`src/sv/tot_pkg.sv`:
```
`timescale 1ns / 1ps
package tot_pkg;

   localparam int unsigned TOT_WAVEFORM_LENGTH = 1024;
   localparam int unsigned TOT_QUEUE_DEPTH = 2;

   localparam int TIME_W = 20;
   localparam int AMP_W = 16;
   localparam int WIN_W = 10;
   localparam int CSR_IDX_W = 2;
   localparam int CSR_DATA_W = AMP_W;

   localparam logic [CSR_IDX_W-1:0] CSR_THRESHOLD = 2'd0;
   localparam logic [CSR_IDX_W-1:0] CSR_WINDOW_FIRST = 2'd1;
   localparam logic [CSR_IDX_W-1:0] CSR_WINDOW_LAST = 2'd2;

   localparam logic signed [AMP_W-1:0] THRESHOLD_RESET = '0;
   localparam logic [WIN_W-1:0] WINDOW_FIRST_RESET = '0;
   localparam logic [WIN_W-1:0] WINDOW_LAST_RESET = '1;

   typedef struct packed {
      logic [TIME_W-1:0] sample_time;
      logic signed [AMP_W-1:0] sample_amplitude;
      logic last_sample;
   } tot_req_type;

   typedef struct packed {
      logic found;
      logic [TIME_W-1:0] rise_time;
      logic [TIME_W-1:0] fall_time;
   } tot_rsp_type;

   // Work handed from the front to the back: an optional interpolation and
   // an optional end of waveform.
   typedef struct packed {
      logic interp;
      logic is_rise;
      logic finish;
      logic found;
      logic [TIME_W-1:0] t0;
      logic signed [AMP_W-1:0] a0;
      logic [TIME_W-1:0] t1;
      logic signed [AMP_W-1:0] a1;
      logic signed [AMP_W-1:0] thr;
   } tot_job_type;

   typedef struct packed {
      logic valid;
      logic [TIME_W-1:0] rise_time;
   } tot_fb_type;

endpackage

```
`src/sv/time_over_threshold_interp.sv`:
```
`timescale 1ns / 1ps
// Time over threshold with linear interpolation. Samples of a waveform enter
// one per cycle; the final sample of each waveform (last_sample set) yields
// one item with the interpolated rising and falling threshold crossing times,
// floored to whole picoseconds, or found = 0 and zero times if either crossing
// is missing. The front end checks each sample pair against the threshold and
// the index window in the cycle the sample arrives. Each crossing costs an
// interpolation in the back end: one multiply followed by a one-bit-per-cycle
// divider. After an upward crossing on any but the final sample the input
// holds full until the rise time is back, because the downward search
// compares against it. Other samples still enter one per cycle as long as
// the two-entry queue between front and back has room; it fills when
// crossings and waveform ends pile up behind an interpolation or when
// results are not popped, and the input then holds full as well. Another
// two-entry queue holds results that have not yet been popped.
// Configuration writes take effect on the next sample.
module time_over_threshold_interp #(
   parameter int unsigned WAVEFORM_LENGTH = tot_pkg::TOT_WAVEFORM_LENGTH
) (
   input logic clock,
   input logic reset,
   input logic req_push,
   output logic req_full,
   input tot_pkg::tot_req_type req_data,
   output logic rsp_empty,
   input logic rsp_pop,
   output tot_pkg::tot_rsp_type rsp_data,
   input logic csr_write,
   input logic [tot_pkg::CSR_IDX_W-1:0] csr_index,
   input logic [tot_pkg::CSR_DATA_W-1:0] csr_wdata
);
   import tot_pkg::*;

   logic signed [AMP_W-1:0] threshold_ff, threshold_in;
   logic [WIN_W-1:0] window_first_ff, window_first_in;
   logic [WIN_W-1:0] window_last_ff, window_last_in;

   logic job_push, job_full, job_pop, job_empty;
   tot_job_type job_wdata, job_rdata;
   tot_fb_type fb;
   logic out_push, out_full;
   tot_rsp_type out_data;

   always_comb begin
      threshold_in = threshold_ff;
      window_first_in = window_first_ff;
      window_last_in = window_last_ff;
      if (csr_write) begin
         case (csr_index)
            CSR_THRESHOLD: threshold_in = csr_wdata;
            CSR_WINDOW_FIRST: window_first_in = csr_wdata[WIN_W-1:0];
            CSR_WINDOW_LAST: window_last_in = csr_wdata[WIN_W-1:0];
            default: begin
               threshold_in = threshold_ff;
            end
         endcase
      end
   end

   always_ff @(posedge clock) begin
      if (reset) begin
         threshold_ff <= THRESHOLD_RESET;
         window_first_ff <= WINDOW_FIRST_RESET;
         window_last_ff <= WINDOW_LAST_RESET;
      end else begin
         threshold_ff <= threshold_in;
         window_first_ff <= window_first_in;
         window_last_ff <= window_last_in;
      end
   end

   tot_front #(
      .WAVEFORM_LENGTH(WAVEFORM_LENGTH)
   ) u_front (
      .clock(clock),
      .reset(reset),
      .req_push(req_push),
      .req_full(req_full),
      .req_data(req_data),
      .threshold(threshold_ff),
      .window_first(window_first_ff),
      .window_last(window_last_ff),
      .job_push(job_push),
      .job_data(job_wdata),
      .job_full(job_full),
      .fb(fb)
   );

   tot_fifo #(
      .WIDTH($bits(tot_job_type)),
      .DEPTH(TOT_QUEUE_DEPTH)
   ) u_job_queue (
      .clock(clock),
      .reset(reset),
      .push(job_push),
      .push_data(job_wdata),
      .full(job_full),
      .pop(job_pop),
      .pop_data(job_rdata),
      .empty(job_empty)
   );

   tot_back u_back (
      .clock(clock),
      .reset(reset),
      .job_empty(job_empty),
      .job_data(job_rdata),
      .job_pop(job_pop),
      .fb(fb),
      .out_push(out_push),
      .out_data(out_data),
      .out_full(out_full)
   );

   tot_fifo #(
      .WIDTH($bits(tot_rsp_type)),
      .DEPTH(TOT_QUEUE_DEPTH)
   ) u_rsp_queue (
      .clock(clock),
      .reset(reset),
      .push(out_push),
      .push_data(out_data),
      .full(out_full),
      .pop(rsp_pop),
      .pop_data(rsp_data),
      .empty(rsp_empty)
   );

`ifndef SYNTHESIS
   // The front never hands work to a full queue.
   a_job_no_overflow: assert property (@(posedge clock) disable iff (reset)
      job_push |-> !job_full)
      else $error("job pushed into a full queue");

   // The back only takes work that is there.
   a_job_no_underflow: assert property (@(posedge clock) disable iff (reset)
      job_pop |-> !job_empty)
      else $error("job popped from an empty queue");

   // A returned rise time always releases a stalled input.
   a_fb_releases: assert property (@(posedge clock) disable iff (reset)
      fb.valid |-> req_full)
      else $error("rise time returned while the input was not held");

   a_rsp_no_overflow: assert property (@(posedge clock) disable iff (reset)
      out_push |-> !out_full)
      else $error("result pushed into a full queue");
`endif

endmodule

```
`src/sv/tot_fifo.sv`:
```
`timescale 1ns / 1ps
module tot_fifo #(
   parameter int unsigned WIDTH = 8,
   parameter int unsigned DEPTH = tot_pkg::TOT_QUEUE_DEPTH
) (
   input logic clock,
   input logic reset,
   input logic push,
   input logic [WIDTH-1:0] push_data,
   output logic full,
   input logic pop,
   output logic [WIDTH-1:0] pop_data,
   output logic empty
);
   localparam int PTR_W = (DEPTH > 1) ? $clog2(DEPTH) : 1;
   localparam int CNT_W = $clog2(DEPTH + 1);

   logic [WIDTH-1:0] mem_ff [DEPTH];
   logic [PTR_W-1:0] wr_ptr_ff, wr_ptr_in;
   logic [PTR_W-1:0] rd_ptr_ff, rd_ptr_in;
   logic [CNT_W-1:0] count_ff, count_in;
   logic do_push, do_pop;

   assign full = (count_ff == CNT_W'(DEPTH));
   assign empty = (count_ff == '0);
   assign do_push = push & ~full;
   assign do_pop = pop & ~empty;
   assign pop_data = mem_ff[rd_ptr_ff];

   always_comb begin
      wr_ptr_in = wr_ptr_ff;
      rd_ptr_in = rd_ptr_ff;
      count_in = count_ff;
      if (do_push) begin
         wr_ptr_in = (wr_ptr_ff == PTR_W'(DEPTH - 1)) ? '0 : wr_ptr_ff + 1'b1;
      end
      if (do_pop) begin
         rd_ptr_in = (rd_ptr_ff == PTR_W'(DEPTH - 1)) ? '0 : rd_ptr_ff + 1'b1;
      end
      if (do_push && !do_pop) begin
         count_in = count_ff + 1'b1;
      end else if (do_pop && !do_push) begin
         count_in = count_ff - 1'b1;
      end
   end

   always_ff @(posedge clock) begin
      if (reset) begin
         wr_ptr_ff <= '0;
         rd_ptr_ff <= '0;
         count_ff <= '0;
      end else begin
         wr_ptr_ff <= wr_ptr_in;
         rd_ptr_ff <= rd_ptr_in;
         count_ff <= count_in;
      end
   end

   always_ff @(posedge clock) begin
      if (do_push) begin
         mem_ff[wr_ptr_ff] <= push_data;
      end
   end

endmodule

```
`src/sv/tot_front.sv`:
```
`timescale 1ns / 1ps
module tot_front #(
   parameter int unsigned WAVEFORM_LENGTH = tot_pkg::TOT_WAVEFORM_LENGTH
) (
   input logic clock,
   input logic reset,
   input logic req_push,
   output logic req_full,
   input tot_pkg::tot_req_type req_data,
   input logic signed [tot_pkg::AMP_W-1:0] threshold,
   input logic [tot_pkg::WIN_W-1:0] window_first,
   input logic [tot_pkg::WIN_W-1:0] window_last,
   output logic job_push,
   output tot_pkg::tot_job_type job_data,
   input logic job_full,
   input tot_pkg::tot_fb_type fb
);
   import tot_pkg::*;

   localparam int IDX_W = $clog2(WAVEFORM_LENGTH + 1);
   localparam int CMP_W = (IDX_W > WIN_W) ? IDX_W : WIN_W;

   typedef enum logic [2:0] {
      PH_RISE = 3'b001,
      PH_FALL = 3'b010,
      PH_DONE = 3'b100
   } phase_type;

   phase_type phase_ff, phase_in, phase_cross;
   logic signed [AMP_W-1:0] prev_amp_ff, prev_amp_in;
   logic [TIME_W-1:0] prev_time_ff, prev_time_in;
   logic [IDX_W-1:0] idx_ff, idx_in;
   logic [TIME_W-1:0] rise_time_ff, rise_time_in;
   logic wait_ff, wait_in;

   logic accept, in_window, rise_hit, fall_hit;

   assign req_full = wait_ff | job_full;
   assign accept = req_push & ~req_full;

   assign in_window = (CMP_W'(idx_ff) > CMP_W'(window_first))
                    && (CMP_W'(idx_ff) <= CMP_W'(window_last))
                    && (idx_ff != IDX_W'(WAVEFORM_LENGTH));

   assign rise_hit = in_window && (phase_ff == PH_RISE)
                   && (prev_amp_ff < threshold)
                   && (req_data.sample_amplitude >= threshold);
   // The falling search only opens once the rise time has come back.
   assign fall_hit = in_window && (phase_ff == PH_FALL)
                   && (req_data.sample_time > rise_time_ff)
                   && (prev_amp_ff >= threshold)
                   && (req_data.sample_amplitude < threshold);

   always_comb begin
      phase_cross = phase_ff;
      if (rise_hit) begin
         phase_cross = PH_FALL;
      end else if (fall_hit) begin
         phase_cross = PH_DONE;
      end
   end

   always_comb begin
      job_data.interp = rise_hit | fall_hit;
      job_data.is_rise = rise_hit;
      job_data.finish = req_data.last_sample;
      job_data.found = (phase_cross == PH_DONE);
      job_data.t0 = prev_time_ff;
      job_data.a0 = prev_amp_ff;
      job_data.t1 = req_data.sample_time;
      job_data.a1 = req_data.sample_amplitude;
      job_data.thr = threshold;
   end

   assign job_push = accept & (rise_hit | fall_hit | req_data.last_sample);

   always_comb begin
      prev_amp_in = prev_amp_ff;
      prev_time_in = prev_time_ff;
      idx_in = idx_ff;
      phase_in = phase_ff;
      rise_time_in = rise_time_ff;
      wait_in = wait_ff;
      if (fb.valid) begin
         rise_time_in = fb.rise_time;
         wait_in = 1'b0;
      end
      if (accept) begin
         prev_amp_in = req_data.sample_amplitude;
         prev_time_in = req_data.sample_time;
         if (req_data.last_sample) begin
            idx_in = '0;
            phase_in = PH_RISE;
         end else begin
            if (idx_ff != IDX_W'(WAVEFORM_LENGTH)) begin
               idx_in = idx_ff + 1'b1;
            end
            phase_in = phase_cross;
            if (rise_hit) begin
               wait_in = 1'b1;
            end
         end
      end
   end

   always_ff @(posedge clock) begin
      if (reset) begin
         prev_amp_ff <= '0;
         prev_time_ff <= '0;
         idx_ff <= '0;
         phase_ff <= PH_RISE;
         rise_time_ff <= '0;
         wait_ff <= 1'b0;
      end else begin
         prev_amp_ff <= prev_amp_in;
         prev_time_ff <= prev_time_in;
         idx_ff <= idx_in;
         phase_ff <= phase_in;
         rise_time_ff <= rise_time_in;
         wait_ff <= wait_in;
      end
   end

endmodule

```
`src/sv/tot_back.sv`:
```
`timescale 1ns / 1ps
module tot_back (
   input logic clock,
   input logic reset,
   input logic job_empty,
   input tot_pkg::tot_job_type job_data,
   output logic job_pop,
   output tot_pkg::tot_fb_type fb,
   output logic out_push,
   output tot_pkg::tot_rsp_type out_data,
   input logic out_full
);
   import tot_pkg::*;

   localparam int PROD_W = AMP_W + TIME_W;
   localparam int CNT_W = $clog2(TIME_W);

   typedef enum logic [5:0] {
      ST_IDLE = 6'b000001,
      ST_PREP = 6'b000010,
      ST_MUL  = 6'b000100,
      ST_DIV  = 6'b001000,
      ST_FIX  = 6'b010000,
      ST_OUT  = 6'b100000
   } state_type;

   state_type state_ff, state_in;
   tot_job_type job_ff, job_in;
   logic [AMP_W-1:0] p_ff, p_in;
   logic [AMP_W-1:0] den_ff, den_in;
   logic [TIME_W-1:0] dmag_ff, dmag_in;
   logic neg_ff, neg_in;
   logic [AMP_W-1:0] rem_ff, rem_in;
   logic [TIME_W-1:0] low_ff, low_in;
   logic [CNT_W-1:0] cnt_ff, cnt_in;
   logic [TIME_W-1:0] held_rise_ff, held_rise_in;
   logic [TIME_W-1:0] held_fall_ff, held_fall_in;

   logic signed [AMP_W:0] diff_p, diff_d;
   logic signed [TIME_W:0] dt;
   logic [TIME_W:0] dt_abs;
   logic [PROD_W-1:0] prod;
   logic [AMP_W:0] shifted;
   logic ge;
   logic [TIME_W-1:0] t_new;

   // Both crossings are normalized so that numerator and divisor are
   // non-negative; only the time difference keeps its sign.
   always_comb begin
      if (job_ff.is_rise) begin
         diff_p = (AMP_W+1)'(job_ff.thr) - (AMP_W+1)'(job_ff.a0);
         diff_d = (AMP_W+1)'(job_ff.a1) - (AMP_W+1)'(job_ff.a0);
      end else begin
         diff_p = (AMP_W+1)'(job_ff.a0) - (AMP_W+1)'(job_ff.thr);
         diff_d = (AMP_W+1)'(job_ff.a0) - (AMP_W+1)'(job_ff.a1);
      end
      dt = $signed({1'b0, job_ff.t1}) - $signed({1'b0, job_ff.t0});
      dt_abs = dt[TIME_W] ? -dt : dt;
   end

   assign prod = PROD_W'(p_ff) * PROD_W'(dmag_ff);

   // The product is below divisor times 2^TIME_W, so the top bits start
   // out as a valid partial remainder.
   assign shifted = {rem_ff, low_ff[TIME_W-1]};
   assign ge = (shifted >= {1'b0, den_ff});

   always_comb begin
      if (neg_ff) begin
         t_new = job_ff.t0 - low_ff - TIME_W'(rem_ff != '0);
      end else begin
         t_new = job_ff.t0 + low_ff;
      end
   end

   assign fb.valid = (state_ff == ST_FIX) && job_ff.is_rise && !job_ff.finish;
   assign fb.rise_time = t_new;

   assign job_pop = (state_ff == ST_IDLE) && !job_empty;
   assign out_push = (state_ff == ST_OUT) && !out_full;

   always_comb begin
      out_data.found = job_ff.found;
      out_data.rise_time = job_ff.found ? held_rise_ff : '0;
      out_data.fall_time = job_ff.found ? held_fall_ff : '0;
   end

   always_comb begin
      state_in = state_ff;
      job_in = job_ff;
      p_in = p_ff;
      den_in = den_ff;
      dmag_in = dmag_ff;
      neg_in = neg_ff;
      rem_in = rem_ff;
      low_in = low_ff;
      cnt_in = cnt_ff;
      held_rise_in = held_rise_ff;
      held_fall_in = held_fall_ff;
      case (state_ff)
         ST_IDLE: begin
            if (!job_empty) begin
               job_in = job_data;
               state_in = job_data.interp ? ST_PREP : ST_OUT;
            end
         end
         ST_PREP: begin
            p_in = diff_p[AMP_W-1:0];
            den_in = diff_d[AMP_W-1:0];
            neg_in = dt[TIME_W];
            dmag_in = dt_abs[TIME_W-1:0];
            state_in = ST_MUL;
         end
         ST_MUL: begin
            rem_in = prod[PROD_W-1:TIME_W];
            low_in = prod[TIME_W-1:0];
            cnt_in = '0;
            state_in = ST_DIV;
         end
         ST_DIV: begin
            rem_in = ge ? AMP_W'(shifted - {1'b0, den_ff}) : shifted[AMP_W-1:0];
            low_in = {low_ff[TIME_W-2:0], ge};
            if (cnt_ff == CNT_W'(TIME_W - 1)) begin
               state_in = ST_FIX;
            end else begin
               cnt_in = cnt_ff + 1'b1;
            end
         end
         ST_FIX: begin
            if (job_ff.is_rise) begin
               held_rise_in = t_new;
            end else begin
               held_fall_in = t_new;
            end
            state_in = job_ff.finish ? ST_OUT : ST_IDLE;
         end
         ST_OUT: begin
            if (!out_full) begin
               state_in = ST_IDLE;
            end
         end
         default: begin
            state_in = ST_IDLE;
         end
      endcase
   end

   always_ff @(posedge clock) begin
      if (reset) begin
         state_ff <= ST_IDLE;
      end else begin
         state_ff <= state_in;
      end
   end

   always_ff @(posedge clock) begin
      job_ff <= job_in;
      p_ff <= p_in;
      den_ff <= den_in;
      dmag_ff <= dmag_in;
      neg_ff <= neg_in;
      rem_ff <= rem_in;
      low_ff <= low_in;
      cnt_ff <= cnt_in;
      held_rise_ff <= held_rise_in;
      held_fall_ff <= held_fall_in;
   end

endmodule

```
`config.mk`:
```
export PLATFORM = sky130hd
export DESIGN_NAME = time_over_threshold_interp
export DESIGN_NICKNAME = d
export VERILOG_FILES = /design/src/sv/tot_pkg.sv /design/src/sv/time_over_threshold_interp.sv /design/src/sv/tot_fifo.sv /design/src/sv/tot_front.sv /design/src/sv/tot_back.sv
export SDC_FILE = /design/constraint.sdc
export NUM_CORES = 2
export LEC_CHECK = 0
export BUFFER_PORTS_ARGS = -buffer_cell sky130_fd_sc_hd__buf_2
export CAP_MARGIN = 30
export CORE_UTILIZATION = 30
export CTS_CLUSTER_SIZE = 12
export DETAILED_ROUTE_END_ITERATION = 6
export PLACE_DENSITY = 0.48
export SLEW_MARGIN = 20
export SYNTH_ARGS = -nofsm -noshare
export SYNTH_HDL_FRONTEND = slang
export SYNTH_SLANG_ARGS = --single-unit
```
`constraint.sdc`:
```
create_clock -name clock -period 19.2 [get_ports clock]
set_input_delay 0.96 -clock clock [delete_from_list [all_inputs] [get_ports clock]]
set_output_delay 0.96 -clock clock [all_outputs]
set_load 0.05 [all_outputs]
```
======== Yosys cells after proc, flatten, opt, wreduce, memory -nomap -nowiden ========
Memories as Yosys holds them, arrays and structs flattened. A register that Yosys moved wholly into a read port is not among the register bits.
Index checks and enable logic that the tools add are counted.
storage, ports and cells
  register bits after elaboration ......... 346
  memory bits (writable) .................. 266
  bits of input ports ..................... 60
  output and inout port bits .............. 43
  memories ................................ 2
memory list
  name                depth  width  read ports  clocked after Yosys merged registers in  wr ports  RTL line        text
  u_job_queue.mem_ff  2      92     1           1                                        1         tot_fifo.sv:18  logic [WIDTH-1:0] mem_ff [DEPTH];
  u_rsp_queue.mem_ff  2      41     1           1                                        1         tot_fifo.sv:18
cells by class
  add/subtract/negate cells ............... 20
  multipliers ............................. 1
  magnitude comparators ................... 8
  equal/unequal tests ..................... 19
  muxes and demuxes ....................... 42
  bitwise logic cells ..................... 15
  reduce and logical (&&, ||, !) cells .... 41
operators with widths
  operator                 number
  $mux W20                 4
  $sub A16 B16 Y16         5
  $mux W16                 3
  $pmux W20 S2             1
  $mul A16 B20 Y36         1
  $pmux W6 S6              1
  $ge A16 B16 Y1           2
  $lt A16 B16 Y1           2
  $pmux W16 S2             1
  $mux W6                  5
  $mux W11                 2
  $sub A20 B20 Y21         1
  $add A20 B20 Y20         1
  $gt A20 B20 Y1           1
  $neg A20 Y20             1
  $sub A20 B1 Y20          1
  $sub A20 B20 Y20         1
  $ge A17 B16 Y1           1
  $logic_and A1 B1 Y1      17
  $mux W1                  16
  $reduce_and A2 Y1        8
  $reduce_bool A16 Y1      1
  $add A11 B1 Y11 const B  1
  $gt A11 B10 Y1           1
  31 further kinds         68

======== Depth between registers and ports, before layout ========
  depth in word-level cells ............... 15
  depth in mapped cells ................... 25

======== By module ========
From an unflattened synthesis, not the netlist that was laid out.
second synthesis, totals
  cells, all modules ...................... 3863
  area total of the unflattened synthesis .. 41970.3 um2
by module, submodules not included
  module                      instances  cells each  area an instance (um2)  seq. area each (um2)
  tot_back                    1          2651        25527.0                 6876.6
  tot_fifo at u_job_queue     1          311         6881.6                  5625.4
  tot_front                   1          600         4865.9                  1421.4
  tot_fifo at u_rsp_queue     1          153         3166.8                  2562.5
  time_over_threshold_interp  1          148         1529.0                  720.7

======== Least setup slack after synthesis ========
No wires, ideal clock.
  kind .................................... reg-to-reg
  start ................................... register u_back.dmag_ff[9]
  end ..................................... register u_back.rem_ff[15] (data pin)
  arrival ................................. 6.046 ns
  path slack .............................. 12.898 ns
  cell stages (with the launch flop) ...... 22
  buffers on the path ..................... 2
  clock period less this slack ............ 6.302 ns
  path through ............................ edfxtp_1 > clkbuf_1 > nand2_1 > fa_1 > inv_1 > fa_1 > fa_1 > fa_1 > fa_1 > inv_1 > fa_1 > inv_1 > ha_1 > clkbuf_1 > o21a_1 > a2111oi_0 > o21bai_1 > a41oi_1 > o21ai_0 > a221oi_1 > o21a_1 > nand2_1
between the ends
  cells in the longest elaborated chain, start to end .. 2
RTL lines
  what                    RTL line         text
  start, declared         tot_back.sv:31   logic [TIME_W-1:0] dmag_ff, dmag_in;
  start signal, assigned  tot_back.sv:160  dmag_ff <= dmag_in;
  $mul A16 B20 Y36        tot_back.sv:61   assign prod = PROD_W'(p_ff) * PROD_W'(dmag_ff);
  $pmux W16 S2            tot_back.sv:100  case (state_ff)
  via u_back.rem_in[15]   tot_back.sv:33   logic [AMP_W-1:0] rem_ff, rem_in;
  end signal, assigned    tot_back.sv:162  rem_ff <= rem_in;
  end, declared           tot_back.sv:33
The timed path passes the listed nets, and every way through them passes these cells.
A chain may end at the register's enable or synchronous reset.

======== Worst setup path after layout ========
  start ................................... register u_back.p_ff[10]
  end ..................................... register u_back.rem_ff[15] (data pin)
between the ends
  cells in the longest elaborated chain, start to end .. 2
RTL lines
  what                    RTL line         text
  start, declared         tot_back.sv:29   logic [AMP_W-1:0] p_ff, p_in;
  start signal, assigned  tot_back.sv:158  p_ff <= p_in;
  $mul A16 B20 Y36        tot_back.sv:61
  $pmux W16 S2            tot_back.sv:100
  via u_back.rem_in[15]   tot_back.sv:33
The timed path passes the listed nets, and every way through them passes these cells.

==> flow_summary.ini <==
[status]
status = completed

[clock_network]
cts_tree = done
clock_latency_ns = 0.67
ctsHtreeMaxLevel = 3
cts_hold_buf = 0
cts.clk_slew.worst_paths_ns = 0.06
cts-resized-gates = 0
cts.path.max_buffers = 3
postCtsSetupRepairBufs = 0
clockRootBuffer = clkbuf_16
cts_made_buffers = 73
clock-sinks = 614

[grt]
grt_usage_pct = 15.75
grt_pass1_vias = 27946
grt_pass1_wl_mm = 167.6
grt_max_degree = 65
overflow = 0
antenna_found_initial = 9

[finish]
areaGrowthSynthToFinish_pct = 12.11
register_area_um2 = 17210
finalNetCount = 4537
drive_gt1_share_pct = 10.71
multi_input_area_um2 = 21480
fillers = 13785

[yosys]
synth_warnings = 0
yosysUniqueCellTypes = 82
synthTopCellsByCount = inv_1, edfxtp_1, nand2_1
synth_area_um2 = 41110
synthArstFlopShare_pct = 0
synth_most_common_cell = inv_1
synth_area_leaders = edfxtp_1, fa_1, ha_1
synth_top_cell_by_area = edfxtp_1
synth_fp_nets = 4474
ys_seq_elements = 614
synth.top_cell.area_share_pct = 35.86
ys_seq_area_share_pct = 41.85
syn_inst = 3818
synthFlopType = edfxtp_1
synth-edff-count = 491
syn_avg_cell_area_um2 = 10.77

[route]
wl_mm = 106.8
first_pass_iters = 5
post-route-drc-count = 0
drt-initial-drc-count = 1385
via_per_inst = 4.738
vias = 27121
wire_per_inst_um = 18.66
ant_nets = 0

[setup_path]
critical_path.top_delay_family = adder cells
critical_path.most_common_cell = fa_1
cp_cell_sequence = nand2_1 > fa_1 > inv_1 > fa_1 > fa_1 > fa_1 > fa_1 > inv_1 > fa_1 > inv_1 > ha_1 > a21oi_1 > nor4_1 > a2111oi_0 > o21bai_1 > a41oi_1 > o21ai_0 > a221oi_1 > o21a_1 > nand2_1
path_buf_inv = 3
cp-end-kind = flop
max_stage_delay_ns = 0.90
start_kind = flop
path_class = flop to flop
cp.arrival_ns = 7.73
path_max_fanout = 20
crit_path_top_delay_cell = edfxtp_1
required_ns = 19.61

[sta]
hold_ws_ns = 0.4435
relSlewSlack_pct = 36.82
final_max_slew_viol_count = 0
final.setup.tns_ns = 0
fin_crit_ns = 7.322
fmax_ghz = 0.1366
rsz0062_at_grt = false
worst_pin_slew_ns = 0.9238
hold_viol = 0
finClkSkew_ns = 0.03848
min_period_over_period_pct = 38.13
finalSetupViolCount = 0

[pwr]
ir_worst_vdd_mv = 0.1082
powerDensity_nw_per_um2 = 173.2
finalPower_uw = 7982
cellLeakagePower_uw = 0.01903

[floorplan]
initial_core_util_pct = 30.31
chipWidth_um = 372.2
dieHeight_um = 372.2
ioPinCount = 103
core_um2 = 135600
dieArea_um2 = 138500
fp-row-count = 135

[flow_run]
max_cap_viol_count = 0

[placed_design]
dpl.hpwl_mm = 79.18
numPortBuffers = 102
gp_congestion = 0.8408

[worst_hold_path]
hold_class = flop to flop
[per-stage QoR]
stage / setup slack (ns) / std cells / instance area [um2] / util [%]
finish: 11.88 / 5724 / 46090 / 33.98
global route: 11.46 / 5722 / 46090 / 33.98
CTS: 11.79 / 5721 / 46070 / 33.97
detailed placement: 11.87 / 5586 / 43590 / 32.14
global placement: 11.72 / 5583 / 43570 / 32.13
floorplan: 12.90 / 3818 / 41110 / -
[placed cells by master, fill, tap and decap left out, types with 22 or more instances in the layout]
cell | netlist | layout
ha_1 | 337 | 337
clkbuf_16 | 0 | 74
buf_2 | 4 | 102
buf_4 | 0 | 33
nor2b_1 | 34 | 33
nor2_1 | 133 | 131
a21oi_1 | 202 | 202
nand2_1 | 425 | 424
a31oi_1 | 28 | 28
xor2_1 | 62 | 62
inv_1 | 509 | 507
a21o_1 | 88 | 88
dfxtp_1 | 123 | 121
mux2i_1 | 22 | 22
edfxtp_1 | 491 | 491
and2_1 | 188 | 186
nand3_1 | 35 | 35
xnor2_1 | 82 | 81
nand2b_1 | 23 | 23
nor3_1 | 46 | 45
fa_1 | 259 | 259
a211oi_1 | 24 | 24
nand4_1 | 25 | 25
o21ai_0 | 121 | 115
mux2_2 | 139 | 139
[final timing paths]
| kind | cells after the start | slack (ns) | to | start |
|---|---|---|---|---|
| max | 20 | 11.88 | u_back.rem_ff[15]$_DFFE_PP_ | u_back.p_ff[10]$_DFFE_PP_ |
| min | 0 | 0.44 | u_job_queue.mem_ff[1][83]$_DFFE_PP_ | u_front.prev_time_ff[15]$_SDFFE_PP0P_ |
| max reg2reg | 20 | 11.88 | u_back.rem_ff[15]$_DFFE_PP_ | u_back.p_ff[10]$_DFFE_PP_ |
| min reg2reg | 0 | 0.44 | u_job_queue.mem_ff[1][83]$_DFFE_PP_ | u_front.prev_time_ff[15]$_SDFFE_PP0P_ |
[cell type report]
type | instances | share of cell area, %
antenna | 2 | 0.01086
clock buffer | 100 | 4.381
clock inverter | 35 | 0.9963
inverter | 511 | 4.164
multi-input combinational | 2545 | 46.60
sequential | 614 | 37.34
tap | 1781 | 4.835
timing repair buffer | 136 | 1.672
[metal layers]
layer / share of wire (%) / wire length, um / vias to the layer above / track usage [%]
met4: 2.1 / 2224 / 8 / 4.311
li1: - / - / 13152 / -
met1: 49 / 52570 / 13405 / 22.54
met5: 0.043 / 46 / - / 0
met2: 45 / 47940 / 438 / 24.90
met3: 3.7 / 4003 / 118 / 1.930
[where the power goes]
part / leakage [uW] / internal [uW] / switching [uW]
combinational: 0.0123 / 1750 / 2810
sequential: 0.00554 / 1870 / 132
clock: 0.00120 / 841 / 582
total: 0.0190 / 4460 / 3520
[cells by family (layout without fill, tap and decap cells)]
logic type	after synthesis	in the layout	synth area share [%]
AND/OR/NAND/NOR	1014	1014	12.02
buffers and inverters	659	782	6.050
AO/OA/AOI/OAI	629	629	9.757
flip-flops	614	614	41.85
adder cells (fa/ha/maj)	596	596	22.87
multiplexers	161	161	4.343
XOR/XNOR	145	145	3.107
other	0	2	0
[sequential cells by signal, summed over array words and instances, names as in the netlist, 3 cells and up, named ones only]
signal                flops
u_back.held_rise_ff      20
u_back.job_ff            90
u_rsp_queue.mem_ff       82
u_back.state_ff           6
u_back.den_ff            16
u_back.low_ff            20
u_back.held_fall_ff      20
u_front.idx_ff           11
window_last_ff           10
u_back.dmag_ff           20
window_first_ff          10
u_back.rem_ff            16
threshold_ff             16
u_front.prev_time_ff     20
u_front.phase_ff          3
u_back.cnt_ff             5
u_job_queue.mem_ff      184
u_back.p_ff              16
u_front.rise_time_ff     20
u_front.prev_amp_ff      16
[worst reg2reg max path: cells and delay by family, from the launching register on]
| kind | cells | cell delay (ns) |
|---|---|---|
| AO/OA/AOI/OAI | 7 | 2.07 |
| AND/OR/NAND/NOR | 3 | 0.33 |
| adder cells (fa/ha/maj) | 7 | 3.62 |
| flip-flops | 1 | 0.90 |
| buffers and inverters | 3 | 0.17 |
No activity file was read; power rests on OpenSTA's default activity.
